## src/hdl/alist_pkg.sv

```systemverilog
// Package with the shared types and constants of the positional array list.
`timescale 1ns / 1ps

package alist_pkg;

  localparam int LIST_DEPTH_DEF = 64;
  localparam int VALUE_BITS_DEF = 32;

  localparam logic [6:0] LIMIT_RESET = 7'd64;
  localparam logic signed [6:0] FOUND_NONE = -7'sd1;

  typedef enum logic [1:0] {
    REQ_APPEND = 2'd0,
    REQ_INSERT = 2'd1,
    REQ_DELETE = 2'd2,
    REQ_FIND   = 2'd3
  } req_t;

  typedef enum logic [1:0] {
    ST_DONE     = 2'd0,
    ST_BADPOS   = 2'd1,
    ST_FULL     = 2'd2,
    ST_NOTFOUND = 2'd3
  } status_t;

  typedef struct packed {
    logic app;
    logic ins;
    logic del;
  } cell_cmd_t;

endpackage

```

## src/hdl/alist_prio.sv

```systemverilog
// Priority encoder that picks the lowest set bit of the match vector.
`timescale 1ns / 1ps

module alist_prio #(
  parameter int WIDTH = 64,
  parameter int IDX_W = 6
) (
  input  logic [WIDTH-1:0] match,
  output logic             hit,
  output logic [IDX_W-1:0] idx
);
  import alist_pkg::*;

  always_comb begin
    hit = 1'b0;
    idx = '0;
    for (int i = WIDTH - 1; i >= 0; i--) begin
      if (match[i]) begin
        hit = 1'b1;
        idx = IDX_W'(i);
      end
    end
  end

endmodule

```

## config.mk

```make
export PLATFORM = sky130hd
export DESIGN_NAME = alist_prio
export DESIGN_NICKNAME = d
export VERILOG_FILES = /design/src/hdl/alist_pkg.sv /design/src/hdl/alist_prio.sv
export SDC_FILE = /design/constraint.sdc
export NUM_CORES = 1
export LEC_CHECK = 0
export ABC_CLOCK_PERIOD_IN_PS = 1900
export BUFFER_PORTS_ARGS = -buffer_cell sky130_fd_sc_hd__buf_2
export CAP_MARGIN = 20
export CORE_MARGIN = 1.5
export CORE_UTILIZATION = 42
export DETAILED_ROUTE_END_ITERATION = 10
export PLACE_DENSITY_LB_ADDON = 0.08
export SYNTH_ARGS = -nofsm -noshare
export SYNTH_HDL_FRONTEND = slang
export SYNTH_SLANG_ARGS = --single-unit
```

## constraint.sdc

```tcl
create_clock -name vclk -period 1.9
set_input_delay 0 -clock vclk [all_inputs]
set_output_delay 0 -clock vclk [all_outputs]
set_load 0.02 [all_outputs]
```

# --- Word-level counts from Yosys, hierarchy flattened ---
# Cells that the tools add are included.
word_totals:
  regBits: 0
  latch_bits: 0
  ramBits: 0
  mem_bits_ro: 0
  input_bits: 64
  elab_cells: 128
  n_memories: 0
op_classes:
  add_sub_neg: 0
  n_mul: 0
  n_div: 0
  magnitude_cmp: 0
  eq_ne: 0
  shifts: 0
  mux: 128
  bitwise_logic: 0
  reduce_logical: 0
op_table:
  columns: ["operator", "count"]
  rows:
  - ["two-way mux 6 bit", 64]
  - ["two-way mux 1 bit", 64]

# --- Longest topological paths before layout ---
logic_depth:
  depth_word: 64
  ltp_mapped: 6
  mapped_depth_nobuf: 6

# --- Worst setup path after synthesis ---
# Ideal clock, no wire load.
synth_path:
  path_type: "input port to output port"
  startpoint: "input port match[56]"
  endpoint: "output port idx[2]"
  arrival_time_ns: 1.335
  slack_ns: 0.565
  path_stages: 6
  n_path_buf: 0
  path_cell_list: "or4_4 o21ai_1 a21oi_1 o21ai_1 o2111ai_1 a21boi_1"
synth_between:
  elab_chain_cells: 57
synth_lines:
  columns: ["item", "line", "source"]
  rows:
  - ["start: declaration", "alist_prio.sv:8", "input logic [WIDTH-1:0] match,"]
  - ["two-way mux 6 bit (57 in a row)", "alist_prio.sv:18", "if (match[i]) begin"]
  - ["end: declaration", "alist_prio.sv:10", "output logic [IDX_W-1:0] idx"]
# Every way passes these cells.

# --- Worst setup path in the final report ---
# Same ends and word-level chain as after synthesis.

==> flow_metrics.py <==
metrics = {
    "min_path": {
        "hp-class": "input pin to primary output",
        "holdPathEnd": "idx[2]",
        "worstHoldStart": "match[11]",
        "hold-path-cell-count": 5,
    },
    "grt": {
        "antenna_found_initial": 0,
        "overflow": 0,
        "grt_pass1_vias": 1045,
        "groute.usage.overall": 0.234,
        "grt_max_degree": 6,
        "grt_pass1_wl_um": 3820,
    },
    "final_layout": {
        "antenna_cells": 0,
        "final-seq-area_um2": 0,
        "clkbuf_count": 0,
        "drive_gt1_frac": 0.358,
        "area.growth.synth_to_final_pct": 51.6,
        "fin_nets": 278,
        "num-fill-cells": 160,
        "seq_cell_count": 0,
        "multi_input_area_um2": 718,
    },
    "worst_setup_path": {
        "cpPeakStageDelay_ns": 0.52,
        "path_buf_inv": 2,
        "worstPathCellList": "buf_2 -> or4_4 -> o21ai_1 -> a21oi_1 -> o21ai_1 -> o2111ai_1 -> a21boi_1 -> buf_2",
        "worst_setup_path_end_kind": "primary output",
        "cp-startpoint": "match[56]",
        "critPathKind": "input pin to primary output",
        "crit_required_ns": 1.90,
        "startpoint_type": "input pin",
        "cp_max_fo": 3,
        "cp_data_arrival_time_ns": 1.46,
        "slowest_stage": "or4_4",
        "crit_family": "compound AO/OA/AOI/OAI gates",
    },
    "drt": {
        "firstDrtPassIters": 4,
        "ant_nets": 0,
        "wire_per_inst_um": 11.2,
        "drcViolationCount": 0,
        "vias": 1362,
        "via_per_inst": 5.75,
        "drtIter0Drc": 27,
        "totalWireLength_um": 2650,
    },
    "die": {
        "die_h_um": 45.6,
        "rows": 15,
        "ios": 71,
        "die_w_um": 45.6,
        "die_area_um2": 2080,
        "core-area_um2": 1710,
        "initial_utilization": 0.447,
    },
    "timing": {
        "whs_ns": 0.429,
        "drv_slew": 0,
        "fin_crit_sh": 0.769,
        "max_freq_mhz": 684,
        "setup_tns_ns": 0,
        "setup-violations-final": 0,
        "hold_viol_final": 0,
        "grt_setup_unrepaired": "no",
        "fin_crit_ns": 1.46,
        "tightest_slew_ns": 0.508,
        "relSlewSlack": 0.658,
    },
    "logic_synthesis": {
        "yosysSeqAreaShare": 0,
        "yosys.area_share.simple": 0.551,
        "synth.area.top_cells": "nor2_1, nor4_1, a21oi_1, nor3_1, inv_1",
        "synth.most_common_cell": "nor2_1",
        "synthMuxAreaShare": 0,
        "syn-num-nets": 204,
        "synth_fa_ha_area_frac": 0,
        "synth_cells": 140,
        "synth_top_area_share": 0.143,
        "synth_compound_area_frac": 0.390,
        "yosysTopAreaCell": "nor2_1",
        "syn_area_per_cell_um2": 5.45,
        "synth_warnings": 0,
        "ys_types": 34,
        "synthXorXnorAreaFrac": 0,
        "synth_top_family_by_area": "simple AND/OR/NAND/NOR gates",
        "syn_area_um2": 763,
        "synth_common_cells": "nor2_1, nor4_1, a21oi_1",
    },
    "power": {
        "p_leak_nw": 0.530,
        "ir_drop_mv": 0.109,
        "powerDensity_nw_per_um2": 164,
    },
    "placed_design": {
        "dpl.hpwl_um": 2370,
        "portBuffers": 71,
        "gp_congestion": 0.809,
    },
    "outcome": {
        "status": "completed",
    },
    "clock_tree": {
        "cts_resized": 0,
        "postCtsSetupBuffers": 0,
        "ctsHoldBuffers": 0,
    },
    "job": {
        "maxCapViolations": 0,
    },
}
## final cells by class
cell class | count | share of cell area
inverter | 12 | 0.0389
multi-input combinational | 128 | 0.621
tap | 25 | 0.0270
timing repair buffer | 72 | 0.314
## per-stage QoR
| stage | power [W] | worst slack (ns) | cells | instance area (µm²) | utilization |
|---|---|---|---|---|---|
| after floorplan | 0.0000685 | 0.565 | 140 | 763 | - |
| after global placement | 0.000180 | 0.460 | 237 | 1160 | 0.678 |
| after detailed placement | 0.000187 | 0.438 | 237 | 1160 | 0.678 |
| after CTS | 0.000187 | 0.434 | 237 | 1160 | 0.678 |
| after global routing | 0.000209 | 0.355 | 237 | 1160 | 0.678 |
| final | 0.000190 | 0.439 | 237 | 1160 | 0.678 |
## report_power, final
part	total [W]	switching, W	internal, W
clock network	0	0	0
logic	0.000189	0.000104	0.0000853
registers	0	0	0
## cell usage in the layout, fill, tap and decap left out, types with 2 or more instances in the layout
master	instances
nand2_1	8
a31oi_1	2
a21oi_1	13
nand3_1	4
o21ai_0	8
and3_1	2
o311ai_1	2
o21ai_1	4
nor2b_1	3
a311oi_1	2
nor2_1	29
or4_4	3
o211ai_1	2
inv_1	12
o31ai_1	2
nor4_1	15
nand4_1	2
nor3_1	11
buf_2	71
## metal layers
| layer | up-vias | global-route usage | part of all wire |
|---|---|---|---|
| met2 | 56 | 0.470 | 0.50 |
| li1 | 694 | - | - |
| met5 | - | 0 | 0 |
| met1 | 610 | 0.275 | 0.43 |
| met4 | 0 | 0.0235 | 0.0049 |
| met3 | 2 | 0.00794 | 0.061 |
## logic make-up (layout without fill, tap and decap cells)
group	after synthesis	count (layout)
AOI/OAI and AO/OA	46	46
buffers and inverters	12	84
and+or+nand+nor	82	82
## worst max path at each step
stage | slack, ns | endpoint | cells after the start
final | 0.44 | idx[2] | 8
after global routing | 0.35 | idx[2] | 8
after CTS | 0.43 | idx[2] | 8
after detailed placement | 0.44 | idx[2] | 8
after global placement | 0.46 | idx[2] | 8
after floorplan | 0.57 | idx[2] | 6
Power figures use the tool's default switching activity.
