<file path="config.mk">
export PLATFORM = sky130hd
export DESIGN_NAME = alist_cell
export DESIGN_NICKNAME = d
export VERILOG_FILES = /design/src/hdl/alist_pkg.sv /design/src/hdl/alist_cell.sv
export SDC_FILE = /design/constraint.sdc
export NUM_CORES = 1
export LEC_CHECK = 0
export BUFFER_PORTS_ARGS = -buffer_cell sky130_fd_sc_hd__buf_2
export CAP_MARGIN = 20
export CORE_MARGIN = 2
export CORE_UTILIZATION = 42
export DETAILED_ROUTE_END_ITERATION = 10
export PLACE_DENSITY = 0.82
export SYNTH_ARGS = -nofsm -noshare
export SYNTH_HDL_FRONTEND = slang
export SYNTH_SLANG_ARGS = --single-unit
</file>
<file path="constraint.sdc">
create_clock -name clk -period 2.3 [get_ports clk]
set_clock_uncertainty 0.15 [all_clocks]
set_input_delay 0.115 -clock clk [delete_from_list [all_inputs] [get_ports clk]]
set_output_delay 0.115 -clock clk [all_outputs]
set_load 0.02 [all_outputs]
</file>
<file path="src/hdl/alist_pkg.sv">
// Package with the shared types and constants of the positional array list.
`timescale 1ns / 1ps

package alist_pkg;

  localparam int LIST_DEPTH_DEF = 64;
  localparam int VALUE_BITS_DEF = 32;

  localparam logic [6:0] LIMIT_RESET = 7'd64;
  localparam logic signed [6:0] FOUND_NONE = -7'sd1;

  typedef enum logic [1:0] {
    REQ_APPEND = 2'd0,
    REQ_INSERT = 2'd1,
    REQ_DELETE = 2'd2,
    REQ_FIND   = 2'd3
  } req_t;

  typedef enum logic [1:0] {
    ST_DONE     = 2'd0,
    ST_BADPOS   = 2'd1,
    ST_FULL     = 2'd2,
    ST_NOTFOUND = 2'd3
  } status_t;

  typedef struct packed {
    logic app;
    logic ins;
    logic del;
  } cell_cmd_t;

endpackage

</file>
<file path="src/hdl/alist_cell.sv">
// One storage cell of the list, shifting with its neighbors and comparing its entry.
`timescale 1ns / 1ps

module alist_cell #(
  parameter int IDX        = 0,
  parameter int VALUE_BITS = 32,
  parameter int CMP_W      = 7
) (
  input  logic                  clk,
  input  alist_pkg::cell_cmd_t  cmd,
  input  logic [CMP_W-1:0]      pos,
  input  logic [CMP_W-1:0]      count,
  input  logic [VALUE_BITS-1:0] value,
  input  logic [VALUE_BITS-1:0] prev,
  input  logic [VALUE_BITS-1:0] next,
  output logic [VALUE_BITS-1:0] data,
  output logic                  match
);
  import alist_pkg::*;

  localparam logic [CMP_W-1:0] MY_IDX = CMP_W'(IDX);

  logic [VALUE_BITS-1:0] data_next;

  always_comb begin
    data_next = data;
    if (cmd.app && (MY_IDX == count)) begin
      data_next = value;
    end else if (cmd.ins) begin
      if (MY_IDX == pos) begin
        data_next = value;
      end else if (MY_IDX > pos) begin
        data_next = prev;
      end
    end else if (cmd.del && (MY_IDX >= pos)) begin
      data_next = next;
    end
  end

  always_ff @(posedge clk) begin
    data <= data_next;
  end

  assign match = (data == value) && (MY_IDX < count);

endmodule

</file>
# After elaboration in Yosys (flattened, before gate mapping)
# Index checks and enable logic that the tools add are counted.
# totals
regBits	32
out_inout_bits	33
# classes
magnitude_cmp	3
n_eq_ne	2
n_mux	5
reduce_logical	7
# ops
operator	count
$mux W32	5
$eq A32 B32 Y1	1
$logic_not A7 Y1	2
$ge A1 B7 Y1 const A	1
$gt A1 B7 Y1 const A	1
$lt A1 B7 Y1 const A	1
$ne A4 B1 Y1 const B	1
$logic_and A1 B1 Y1	3
$reduce_bool A3 Y1	1
$reduce_and A2 Y1	1

# Depth between registers and ports, before layout
# depth
depth_word	5
mapped_depth	5

# Worst setup path before layout
# OpenSTA, ideal clock, no wires.
# synth_path
path_kind	flip-flop to output port
from	register data[20]
to	output match
arrival_time_ns	2.125
path_slack_ns	-0.090
path_stages_with_launch	5
required_time_ns	2.035
path_buffers	0
cell_sequence	edfxtp_1 xor2_1 nor4_1 nand3_1 a2111oi_0
# synth_between
elab_chain_len	2
# synth_lines
element	line	source
from (decl)	alist_cell.sv:16	output logic [VALUE_BITS-1:0] data,
from (signal assigned)	alist_cell.sv:41	data <= data_next;
$eq A32 B32 Y1	alist_cell.sv:44	assign match = (data == value) && (MY_IDX < count);
$logic_and A1 B1 Y1	alist_cell.sv:44	
to (decl)	alist_cell.sv:17	output logic match
# No other way between the ends.

# Worst setup path after layout
# layout_path
from	register data[14]
to	output match
# Same word-level chain as after synthesis.

==> impl_metrics.env <==
export IMPL_drt_pre_antenna_iters=4
export IMPL_seq_area_frac_synth_pct=44.1
export IMPL_ant_nets=0
export IMPL_ir_drop_mv=0.214
export IMPL_drive_gt1_share_pct=53.0
export IMPL_final_cell_mix="146 x buf_2, 32 x edfxtp_1, 28 x xor2_1, 21 x or2b_1"
export IMPL_status="finished clean"
export IMPL_fillCellCount=456
export IMPL_largestRegisters="data (32)"
export IMPL_gr_usage_all_layers_pct=22.2
export IMPL_tns_ps=0
export IMPL_powerDensity_nw_per_um2=432
export IMPL_syn_nets=298
export IMPL_clk_pin_slew_ps=70
export IMPL_numCtsBuffers=5
export IMPL_core_sq_um=5040
export IMPL_setup_viol=0
export IMPL_grt_remaining_overflow=0
export IMPL_arrival_ps=1880
export IMPL_regArea_sq_um=961
export IMPL_multi_input_area_sq_um=1190
export IMPL_ys_async_sr_fraction_pct=0
export IMPL_drc=0
export IMPL_cp_max_fo=2
export IMPL_tightest_slew_ps=896
export IMPL_rsz0062_at_grt="no"
export IMPL_post_cts_buffers=0
export IMPL_wl_per_cell_um=15.9
export IMPL_largest_register="data"
export IMPL_numPortBuffers=146
export IMPL_hold_viol=0
export IMPL_min_path_type="input port to register"
export IMPL_syn_to_final_growth_pct=42.8
export IMPL_viasPerCell=5.11
export IMPL_grt_max_degree=33
export IMPL_root_buffer="clkbuf_8"
export IMPL_yosys_warnings=0
export IMPL_die_h_um=76.0
export IMPL_antenna_cells=0
export IMPL_hpwl_um=4880
export IMPL_htree_levels=2
export IMPL_ys_flop_type="edfxtp_1"
export IMPL_wl_um=6370
export IMPL_crit_type="register to output port"
export IMPL_num_rows=26
export IMPL_power_leakage_uw=0.00145
export IMPL_syn_area_sq_um=2180
export IMPL_ys_types=26
export IMPL_placed_cell_area_sq_um=3000
export IMPL_finalMaxSlewViolations=0
export IMPL_grt_pass1_wl_um=10200
export IMPL_finalInstanceArea_sq_um=3110
export IMPL_synth_cells=184
export IMPL_gp_congestion=0.813
export IMPL_maxClockFrequency_mhz=466
export IMPL_chipWidth_um=76.0
export IMPL_initial_core_util_pct=43.2
export IMPL_start_kind="register"
export IMPL_ioPinCount=147
export IMPL_largest_reg_flops=32
export IMPL_finalCriticalPeriod_ps=2150
export IMPL_clock_path_buffers=2
export IMPL_drtIter0Drc=86
export IMPL_cts_tree="yes"
export IMPL_cts_sinks=32
export IMPL_cp_required_ps=2040
export IMPL_dr_total_vias=2053
export IMPL_grt_pass1_vias=2130
export IMPL_fin_crit_sh_pct=93.3
export IMPL_slew_headroom_pct=40.1
export IMPL_antenna_found_initial=0
export IMPL_avgSynthCellArea_sq_um=11.8
export IMPL_cp_end_kind="output port"
export IMPL_synth_edf_count=32
export IMPL_ys_ff_latch=32
export IMPL_dieArea_sq_um=5780
export IMPL_nets=446
export IMPL_final_common_cell="buf_2"
export IMPL_maxCapViolations=0
[synthesized netlist by cell type (3+ instances only)]
master    instances  area (sq um)
clkbuf_1          7          26.3
nand3b_1         20           150
edfxtp_1         32           961
nand2_1           3          11.3
xor2_1           28           245
or2b_1           21           158
nand2b_1         10          62.6
buf_2             3          15.0
nor4_1            8          50.1
o221a_2          11           124
xnor2_1           4          35.0
o211a_1          20           200
[area by class of cell]
| cell class | instances | area share [%] |
|---|---|---|
| sequential | 32 | 30.9 |
| clock inverter | 1 | 0.161 |
| tap | 70 | 2.82 |
| inverter | 1 | 0.121 |
| timing repair buffer | 152 | 25.4 |
| multi-input combinational | 140 | 38.2 |
| clock buffer | 6 | 2.33 |
[report_power, final]
part           internal, uW  switching, uW
combinational           157            114
clock                   206            209
sequential              653           3.31
[final timing paths]
check,cells past startpoint,start,slack (ps),to
worst max-delay path,5,data[14],150,match
worst min-delay path,2,value[21],20,data[21]
[per-layer routing]
layer | GRT usage, % | up-vias | part of all wire [%]
li1 | - | 997 | -
met3 | 5.81 | 10 | 6.4
met4 | 6.18 | 0 | 1.7
met5 | 0 | - | 0
met2 | 39.6 | 87 | 50
met1 | 26.5 | 959 | 42
[worst max-delay path, cell delays in order, from the launching register on]
cell and delay, ps:
edfxtp_1 400, xor2_1 170, nor4_2 340, nand4_1 200, a2111oi_2 250, buf_2 230
[cells by family (layout without fill, tap and decap cells)]
logic type	count (synthesis)	after routing	synth area share, %
AOI/OAI and AO/OA	37	37	17.4
xor gates and xnor gates	32	32	12.9
buffers and inverters	12	160	2.59
DFF	32	32	44.1
and+or+nand+nor	71	71	23.0
[what timing repair did]
item,in CTS,in global routing
gates cloned,0,0
hold endpoints to repair,1,0
gates resized for setup,1,2
endpoints found under the setup margin,1,1
pin swaps,0,0
hold buffers,1,0
[stage by stage]
| stage | setup slack [ps] | hold WS, ps | utilization [%] | total power, uW | instances |
|---|---|---|---|---|---|
| 2_1_floorplan | 167 | 170 | - | 798 | 184 |
| 3_3_place_gp | 284 | 289 | 59.6 | 932 | 394 |
| 3_5_place_dp | 255 | 280 | 59.6 | 939 | 394 |
| 4_1_cts | 16.0 | 18.8 | 61.4 | 1350 | 402 |
| 5_1_grt | 14.3 | 17.6 | 61.7 | 1400 | 402 |
| 6_report | 155 | 17.1 | 61.7 | 1340 | 402 |
Note: power is estimated with default switching activity, not from simulation.
